### src/c8cpu_pkg.sv
// c8cpu_pkg: shared constants, types and the hex font for the chip8 core
// used by the top, controller and datapath of the core; no dependencies
`timescale 1ns / 1ps
`default_nettype none

package c8cpu_pkg;

  localparam int C8_MEM_BYTES   = 4096;
  localparam int C8_AW          = $clog2(C8_MEM_BYTES);
  localparam int C8_STACK_DEPTH = 16;
  localparam int C8_SCREEN_W    = 64;
  localparam int C8_SCREEN_H    = 32;
  localparam int C8_FB_BYTES    = C8_SCREEN_W * C8_SCREEN_H / 8;
  localparam int C8_FBW         = $clog2(C8_FB_BYTES);
  localparam int C8_FONT_LEN    = 80;

  localparam logic [C8_AW-1:0] C8_PC_START  = 12'h200;
  localparam logic [C8_AW-1:0] C8_FONT_BASE = 12'h050;
  localparam logic [C8_AW-1:0] C8_FONT_END  = 12'h0A0;

  // command codes of the input channel
  localparam logic [2:0] CMD_EXEC  = 3'd0;
  localparam logic [2:0] CMD_MWR   = 3'd1;
  localparam logic [2:0] CMD_MRD   = 3'd2;
  localparam logic [2:0] CMD_KEY   = 3'd3;
  localparam logic [2:0] CMD_TICK  = 3'd4;
  localparam logic [2:0] CMD_FRD   = 3'd5;

  // opcode groups and low-byte codes
  localparam logic [3:0] OPG_SYS   = 4'h0;
  localparam logic [3:0] OPG_JP    = 4'h1;
  localparam logic [3:0] OPG_CALL  = 4'h2;
  localparam logic [3:0] OPG_SEB   = 4'h3;
  localparam logic [3:0] OPG_SNEB  = 4'h4;
  localparam logic [3:0] OPG_SER   = 4'h5;
  localparam logic [3:0] OPG_LDB   = 4'h6;
  localparam logic [3:0] OPG_ADDB  = 4'h7;
  localparam logic [3:0] OPG_ALU   = 4'h8;
  localparam logic [3:0] OPG_SNER  = 4'h9;
  localparam logic [3:0] OPG_LDI   = 4'hA;
  localparam logic [3:0] OPG_JPV0  = 4'hB;
  localparam logic [3:0] OPG_RND   = 4'hC;
  localparam logic [3:0] OPG_DRW   = 4'hD;
  localparam logic [3:0] OPG_SKEY  = 4'hE;
  localparam logic [3:0] OPG_MISC  = 4'hF;

  localparam logic [3:0] ALU_MOV  = 4'h0;
  localparam logic [3:0] ALU_OR   = 4'h1;
  localparam logic [3:0] ALU_AND  = 4'h2;
  localparam logic [3:0] ALU_XOR  = 4'h3;
  localparam logic [3:0] ALU_ADD  = 4'h4;
  localparam logic [3:0] ALU_SUB  = 4'h5;
  localparam logic [3:0] ALU_SHR  = 4'h6;
  localparam logic [3:0] ALU_SUBN = 4'h7;
  localparam logic [3:0] ALU_SHL  = 4'hE;

  localparam logic [7:0] KK_CLS   = 8'hE0;
  localparam logic [7:0] KK_RET   = 8'hEE;
  localparam logic [7:0] KK_SKP   = 8'h9E;
  localparam logic [7:0] KK_SKNP  = 8'hA1;
  localparam logic [7:0] KK_GDLY  = 8'h07;
  localparam logic [7:0] KK_WKEY  = 8'h0A;
  localparam logic [7:0] KK_SDLY  = 8'h15;
  localparam logic [7:0] KK_SSND  = 8'h18;
  localparam logic [7:0] KK_ADDI  = 8'h1E;
  localparam logic [7:0] KK_FONT  = 8'h29;
  localparam logic [7:0] KK_BCD   = 8'h33;
  localparam logic [7:0] KK_STR   = 8'h55;
  localparam logic [7:0] KK_LDR   = 8'h65;

  localparam logic [3:0] REG_VF = 4'hF;

  localparam logic [7:0] C8_FONT [C8_FONT_LEN] = '{
    8'hF0, 8'h90, 8'h90, 8'h90, 8'hF0, 8'h20, 8'h60, 8'h20, 8'h20, 8'h70,
    8'hF0, 8'h10, 8'hF0, 8'h80, 8'hF0, 8'hF0, 8'h10, 8'hF0, 8'h10, 8'hF0,
    8'h90, 8'h90, 8'hF0, 8'h10, 8'h10, 8'hF0, 8'h80, 8'hF0, 8'h10, 8'hF0,
    8'hF0, 8'h80, 8'hF0, 8'h90, 8'hF0, 8'hF0, 8'h10, 8'h20, 8'h40, 8'h40,
    8'hF0, 8'h90, 8'hF0, 8'h90, 8'hF0, 8'hF0, 8'h90, 8'hF0, 8'h10, 8'hF0,
    8'hF0, 8'h90, 8'hF0, 8'h90, 8'h90, 8'hE0, 8'h90, 8'hE0, 8'h90, 8'hE0,
    8'hF0, 8'h80, 8'h80, 8'h80, 8'hF0, 8'hE0, 8'h90, 8'h90, 8'h90, 8'hE0,
    8'hF0, 8'h80, 8'hF0, 8'h80, 8'hF0, 8'hF0, 8'h80, 8'hF0, 8'h80, 8'h80
  };

  typedef enum logic [4:0] {
    ST_CLEAR, ST_IDLE, ST_MWR, ST_MRD, ST_MRD2, ST_KEY, ST_TICK, ST_FRD, ST_FRD2,
    ST_F1, ST_F2, ST_F3, ST_RD, ST_EX, ST_RET, ST_VF,
    ST_DRD, ST_DFB, ST_DW0, ST_DW1, ST_BCD, ST_STA, ST_STB, ST_LDA, ST_LDB, ST_DONE
  } c8_state_t;

  // controller to datapath
  typedef struct packed {
    c8_state_t        st;
    logic [C8_AW-1:0] cnt;
    logic             accept;
    logic             out_load;
  } c8_cmd_t;

  // datapath to controller: decoded opcode fields
  typedef struct packed {
    logic [3:0] hi;
    logic [3:0] x;
    logic [3:0] n;
    logic [7:0] kk;
  } c8_stat_t;

endpackage

`default_nettype wire

### src/c8cpu_ctrl.sv
// c8cpu_ctrl: sequencer state machine of the chip8 core
// depends on c8cpu_pkg
`timescale 1ns / 1ps
`default_nettype none

module c8cpu_ctrl import c8cpu_pkg::*; (
  input  logic       clk,
  input  logic       rst_n,
  input  logic       in_valid,
  input  logic [2:0] in_cmd,
  output logic       in_ready,
  output logic       out_valid,
  input  logic       out_ready,
  input  c8_stat_t   stat_i,
  output c8_cmd_t    cmd_o
);

  c8_state_t        state_r, state_nxt;
  logic [C8_AW-1:0] cnt_r, cnt_nxt;
  logic             out_valid_r, out_valid_nxt;
  logic             accept, out_load;

  assign in_ready = (state_r == ST_IDLE);
  assign accept   = in_valid && in_ready;
  assign out_valid = out_valid_r;

  // state register
  always_ff @(posedge clk) begin
    if (!rst_n) begin
      state_r     <= ST_CLEAR;
      cnt_r       <= '0;
      out_valid_r <= 1'b0;
    end else begin
      state_r     <= state_nxt;
      cnt_r       <= cnt_nxt;
      out_valid_r <= out_valid_nxt;
    end
  end

  // next state and commands
  always_comb begin
    state_nxt     = state_r;
    cnt_nxt       = cnt_r;
    out_load      = 1'b0;
    out_valid_nxt = out_valid_r;
    if (out_valid_r && out_ready) out_valid_nxt = 1'b0;
    unique case (state_r)
      ST_CLEAR: begin
        cnt_nxt = cnt_r + 1'b1;
        if (cnt_r == C8_AW'(C8_MEM_BYTES - 1)) state_nxt = ST_IDLE;
      end
      ST_IDLE: begin
        cnt_nxt = '0;
        if (accept) begin
          case (in_cmd)
            CMD_EXEC: state_nxt = ST_F1;
            CMD_MWR:  state_nxt = ST_MWR;
            CMD_MRD:  state_nxt = ST_MRD;
            CMD_KEY:  state_nxt = ST_KEY;
            CMD_TICK: state_nxt = ST_TICK;
            CMD_FRD:  state_nxt = ST_FRD;
            default:  state_nxt = ST_DONE;
          endcase
        end
      end
      ST_MWR, ST_KEY, ST_TICK, ST_MRD2, ST_FRD2, ST_RET, ST_VF: state_nxt = ST_DONE;
      ST_MRD:  state_nxt = ST_MRD2;
      ST_FRD:  state_nxt = ST_FRD2;
      ST_F1:   state_nxt = ST_F2;
      ST_F2:   state_nxt = ST_F3;
      ST_F3:   state_nxt = ST_RD;
      ST_RD:   state_nxt = ST_EX;
      ST_EX: begin
        cnt_nxt   = '0;
        state_nxt = ST_DONE;
        if (stat_i.hi == OPG_SYS && stat_i.x == 4'h0 && stat_i.kk == KK_RET) begin
          state_nxt = ST_RET;
        end else if (stat_i.hi == OPG_ALU &&
                     (stat_i.n == ALU_ADD || stat_i.n == ALU_SUB || stat_i.n == ALU_SHR ||
                      stat_i.n == ALU_SUBN || stat_i.n == ALU_SHL)) begin
          state_nxt = ST_VF;
        end else if (stat_i.hi == OPG_DRW) begin
          state_nxt = (stat_i.n == 4'h0) ? ST_VF : ST_DRD;
        end else if (stat_i.hi == OPG_MISC) begin
          if (stat_i.kk == KK_BCD) state_nxt = ST_BCD;
          else if (stat_i.kk == KK_STR) state_nxt = ST_STA;
          else if (stat_i.kk == KK_LDR) state_nxt = ST_LDA;
        end
      end
      // sprite rows: fetch, read two frame bytes, write them back
      ST_DRD: state_nxt = ST_DFB;
      ST_DFB: state_nxt = ST_DW0;
      ST_DW0: state_nxt = ST_DW1;
      ST_DW1: begin
        if (cnt_r[3:0] + 4'd1 == stat_i.n) begin
          state_nxt = ST_VF;
        end else begin
          cnt_nxt   = cnt_r + 1'b1;
          state_nxt = ST_DRD;
        end
      end
      ST_BCD: begin
        cnt_nxt = cnt_r + 1'b1;
        if (cnt_r[1:0] == 2'd2) state_nxt = ST_DONE;
      end
      ST_STA: state_nxt = ST_STB;
      ST_STB: begin
        cnt_nxt   = cnt_r + 1'b1;
        state_nxt = (cnt_r[3:0] == stat_i.x) ? ST_DONE : ST_STA;
      end
      ST_LDA: state_nxt = ST_LDB;
      ST_LDB: begin
        cnt_nxt   = cnt_r + 1'b1;
        state_nxt = (cnt_r[3:0] == stat_i.x) ? ST_DONE : ST_LDA;
      end
      ST_DONE: begin
        if (!out_valid_r || out_ready) begin
          out_load      = 1'b1;
          out_valid_nxt = 1'b1;
          state_nxt     = ST_IDLE;
        end
      end
      default: state_nxt = ST_IDLE;
    endcase
  end

  assign cmd_o = '{st: state_r, cnt: cnt_r, accept: accept, out_load: out_load};

endmodule

`default_nettype wire

### config.mk
export PLATFORM = sky130hd
export DESIGN_NAME = c8cpu_ctrl
export DESIGN_NICKNAME = d
export VERILOG_FILES = /design/src/c8cpu_pkg.sv /design/src/c8cpu_ctrl.sv
export SDC_FILE = /design/constraint.sdc
export NUM_CORES = 1
export LEC_CHECK = 0
export BUFFER_PORTS_ARGS = -buffer_cell sky130_fd_sc_hd__buf_2
export CAP_MARGIN = 30
export CORE_UTILIZATION = 54
export DETAILED_ROUTE_END_ITERATION = 8
export HOLD_SLACK_MARGIN = 0.12
export PLACE_DENSITY_LB_ADDON = 0.25
export SETUP_SLACK_MARGIN = 0.5
export SLEW_MARGIN = 10
export SYNTH_ARGS = -nofsm -noshare
export SYNTH_HDL_FRONTEND = slang
export SYNTH_SLANG_ARGS = --single-unit
### constraint.sdc
create_clock -name clk -period 4.8 [get_ports clk]
set_clock_uncertainty 0.15 [all_clocks]
set_input_delay 1.2 -clock clk [delete_from_list [all_inputs] [get_ports clk]]
set_output_delay 1.2 -clock clk [all_outputs]
set_load 0.05 [all_outputs]
==> impl_results.md <==
* Worst EP arrival at 1.99 ns
* DRT iter0 DRCs at 99
* Pwr Total at 0.3144 mW
* DR vias/cell at 6.301
* Largest family of logic cells by synthesized area: simple AND/OR/NAND/NOR gates
* Largest net degree at the start of global routing at 26
* Root Driver: clkbuf_4
* Initial Utilization at 57.80%
* Post-synthesis mux area share at 4.501%
* Layout cells sized above 1 at 19.64%
* Mapped Cells at 242
* Final non-filler cell total at 319
* Layout area overhead at 13.29%
* Final core area utilization at 65.49%
* Die Height at 59.40 um
* Outcome: finished clean
* PortBufs at 47
* DP Wirelength at 3323 um
* DR vias at 2,010
* Vias in the first global route at 1,652
* Leakage at 0.8375 nW
* Clock tree from TritonCTS: done
* Synthesized area at 1779 um2
* Top cell types by occurrence after synthesis: nand2_1 (23), dfxtp_1 (18), nor3_1 (15)
* Worst vdd ir at 0.0001125 V
* Wirelength per Cell at 14.23 um
* N_diodes at 0
* Post-synth EDFFs at 0
* Gr usage total at 26.40%
* Critical Path Start: state_r[0]
* Worst slew pin tran at 0.8644 ns
* Post-synth top flop: dfxtp_1
* Synthesis-stage register bit count at 18
* GPL Wtd Cong at 0.9219
* Critical Path Fanout Max at 25
* Router iterations before antenna repair at 5
* Post-CTS Setup Inserts at 0
* Setup total negative slack at 0 ns
* Core ar. at 3078 um2
* Cts repair resizes at 0
* Remaining antenna violation count after routing at 0
* Post-synthesis sequential area ratio at 20.25%
* Synth area leader: dfxtp_1
* Row count at 20
* Count leader, synth: nand2_1
* Yosys Warn Count at 0
* Post-synthesis compound-gate area fraction at 24.05%
* H-tree levels at 1
* Count of cell types in the netlist at 58
* Die X at 59.40 um
* Slew headroom at 42.06%
* R2r startpoint: cnt_r[0]
* Element type at the critical path start: register
* Crit path capture type: primary output
* Filler cells at 299
* Achievable frequency at 299.5 MHz
* Post-Place Cells at 315
* Synth top area share at 20.25%
* HP Class: register to register
* Clk buf depth at 2
* Die area at 3528 um2
* Count of final setup violators at 0
* Fin crit share at 69.56%
* Worst-Skew Late Latency at 0.30 ns
* Simple-gate share of the synthesized area at 36.08%
* Synth Area in XOR/XNOR at 7.173%
* PD cells at 156.0 nW/um2
* Adder-cell share of the synthesized area at 1.406%
* Hold path start: cnt_r[10]
* Asr flop ratio synth at 0%
* Mean post-synth cell area at 7.352 um2
* Largest cells by area after synthesis: dfxtp_1 (20%), nand2_1 (4.9%), nand2b_1 (4.6%)
* RSZ-0062 raised after global routing: false
* Routed wire length at 4539 um
* Clk sinks at 18
* Final Hold Fails at 0
* Max-cap violation count at 0
* I/O pin count at 48
* Worst setup path category: register to primary output
* WP data required at 3.45 ns
* First-pass GRT wire length at 7238 um
* Hold buffer count at CTS at 0
* Final min period at 3.339 ns
* Net count, final at 305
* CTS clk-pin slew, worst paths at 0.11 ns
* Synth Net Count at 271
* DRC viols at 0
* Overflow left after global routing at 0
* Max-slew violation count at 0
* TritonCTS Buffers at 3
* Initial antenna violation count at 0
==> cell families after synthesis <==
family                   Yosys count
flip-flops                        18
adder cells (fa/ha/maj)            2
AO/OA/AOI/OAI                     60
multiplexers                       8
buffers and inverters             25
XOR/XNOR                          13
AND/OR/NAND/NOR                  116
==> layout make-up <==
class,instances,area (um2),area share [%]
clock buffers,4,36.28,1.800
well taps,44,55.05,2.731
multi-input cells,199,1303,64.62
flip-flops and latches,18,360.3,17.88
inverters,7,26.28,1.304
repair buffers,47,235.2,11.67
==> worst max-delay path: stages (launching register included) <==
cell and delay (ns):
dfxtp_1 0.86, nand3_1 0.30, inv_1 0.16, and2_1 0.13
buf_2 0.25
==> cells in the final DEF, fill, tap and decap left out, types with 3 or more instances in the layout <==
cell | Yosys | final
o22ai_1 | 4 | 4
nor4_1 | 7 | 7
a31oi_1 | 3 | 3
nor2b_1 | 7 | 7
nand3_1 | 14 | 14
nand4b_1 | 4 | 4
nand4_1 | 4 | 4
xnor2_1 | 5 | 5
clkbuf_4 | 0 | 3
o31ai_1 | 4 | 4
xor2_1 | 7 | 7
nor2_1 | 8 | 8
or3_1 | 6 | 6
a32o_1 | 3 | 3
and3_1 | 5 | 5
o21ai_0 | 12 | 12
nand2_1 | 23 | 23
dfxtp_1 | 18 | 18
inv_1 | 7 | 7
nor3_1 | 15 | 15
buf_2 | 5 | 47
nand2b_1 | 13 | 13
mux2i_1 | 8 | 8
a21oi_1 | 10 | 10
==> registers in the layout, summed over array words and instances, names as in the netlist <==
signal / flops
cnt_r: 12
state_r: 5
out_valid: 1
==> report_power, final <==
part / leakage (nW) / internal [mW] / switching [mW]
Clock: 0.0210 / 0.0462 / 0.0506
Combinational: 0.671 / 0.0255 / 0.0352
Sequential: 0.146 / 0.151 / 0.00527
Total: 0.837 / 0.223 / 0.0912
==> per-layer routing <==
metal  vias to the layer above  routed length (um)  track usage [%]
met5                         -                   0                0
met4                         0                  44            8.844
met3                        10                 486            3.057
met2                       115                2044            43.82
met1                       909                1964            35.29
li1                        976                   -                -
==> stage by stage <==
step                setup WS, ns  cell area, um2  hold slack (ns)
finish                     1.461            2016           0.3326
global route               1.284            2016           0.3649
CTS                        1.492            2016           0.3382
detailed placement         1.616            1979           0.3203
global placement           1.627            1979           0.3116
floorplan                  1.567            1779           0.5363
==> path summary, 6_finish.rpt <==
check,to,slack [ns],cells after the start
setup / recovery,cmd_o[1],1.46,4
hold / removal,cnt_r[10],0.33,2
setup reg to reg,state_r[2],2.05,6
hold reg to reg,cnt_r[10],0.33,2
Power figures use the tool's default switching activity.
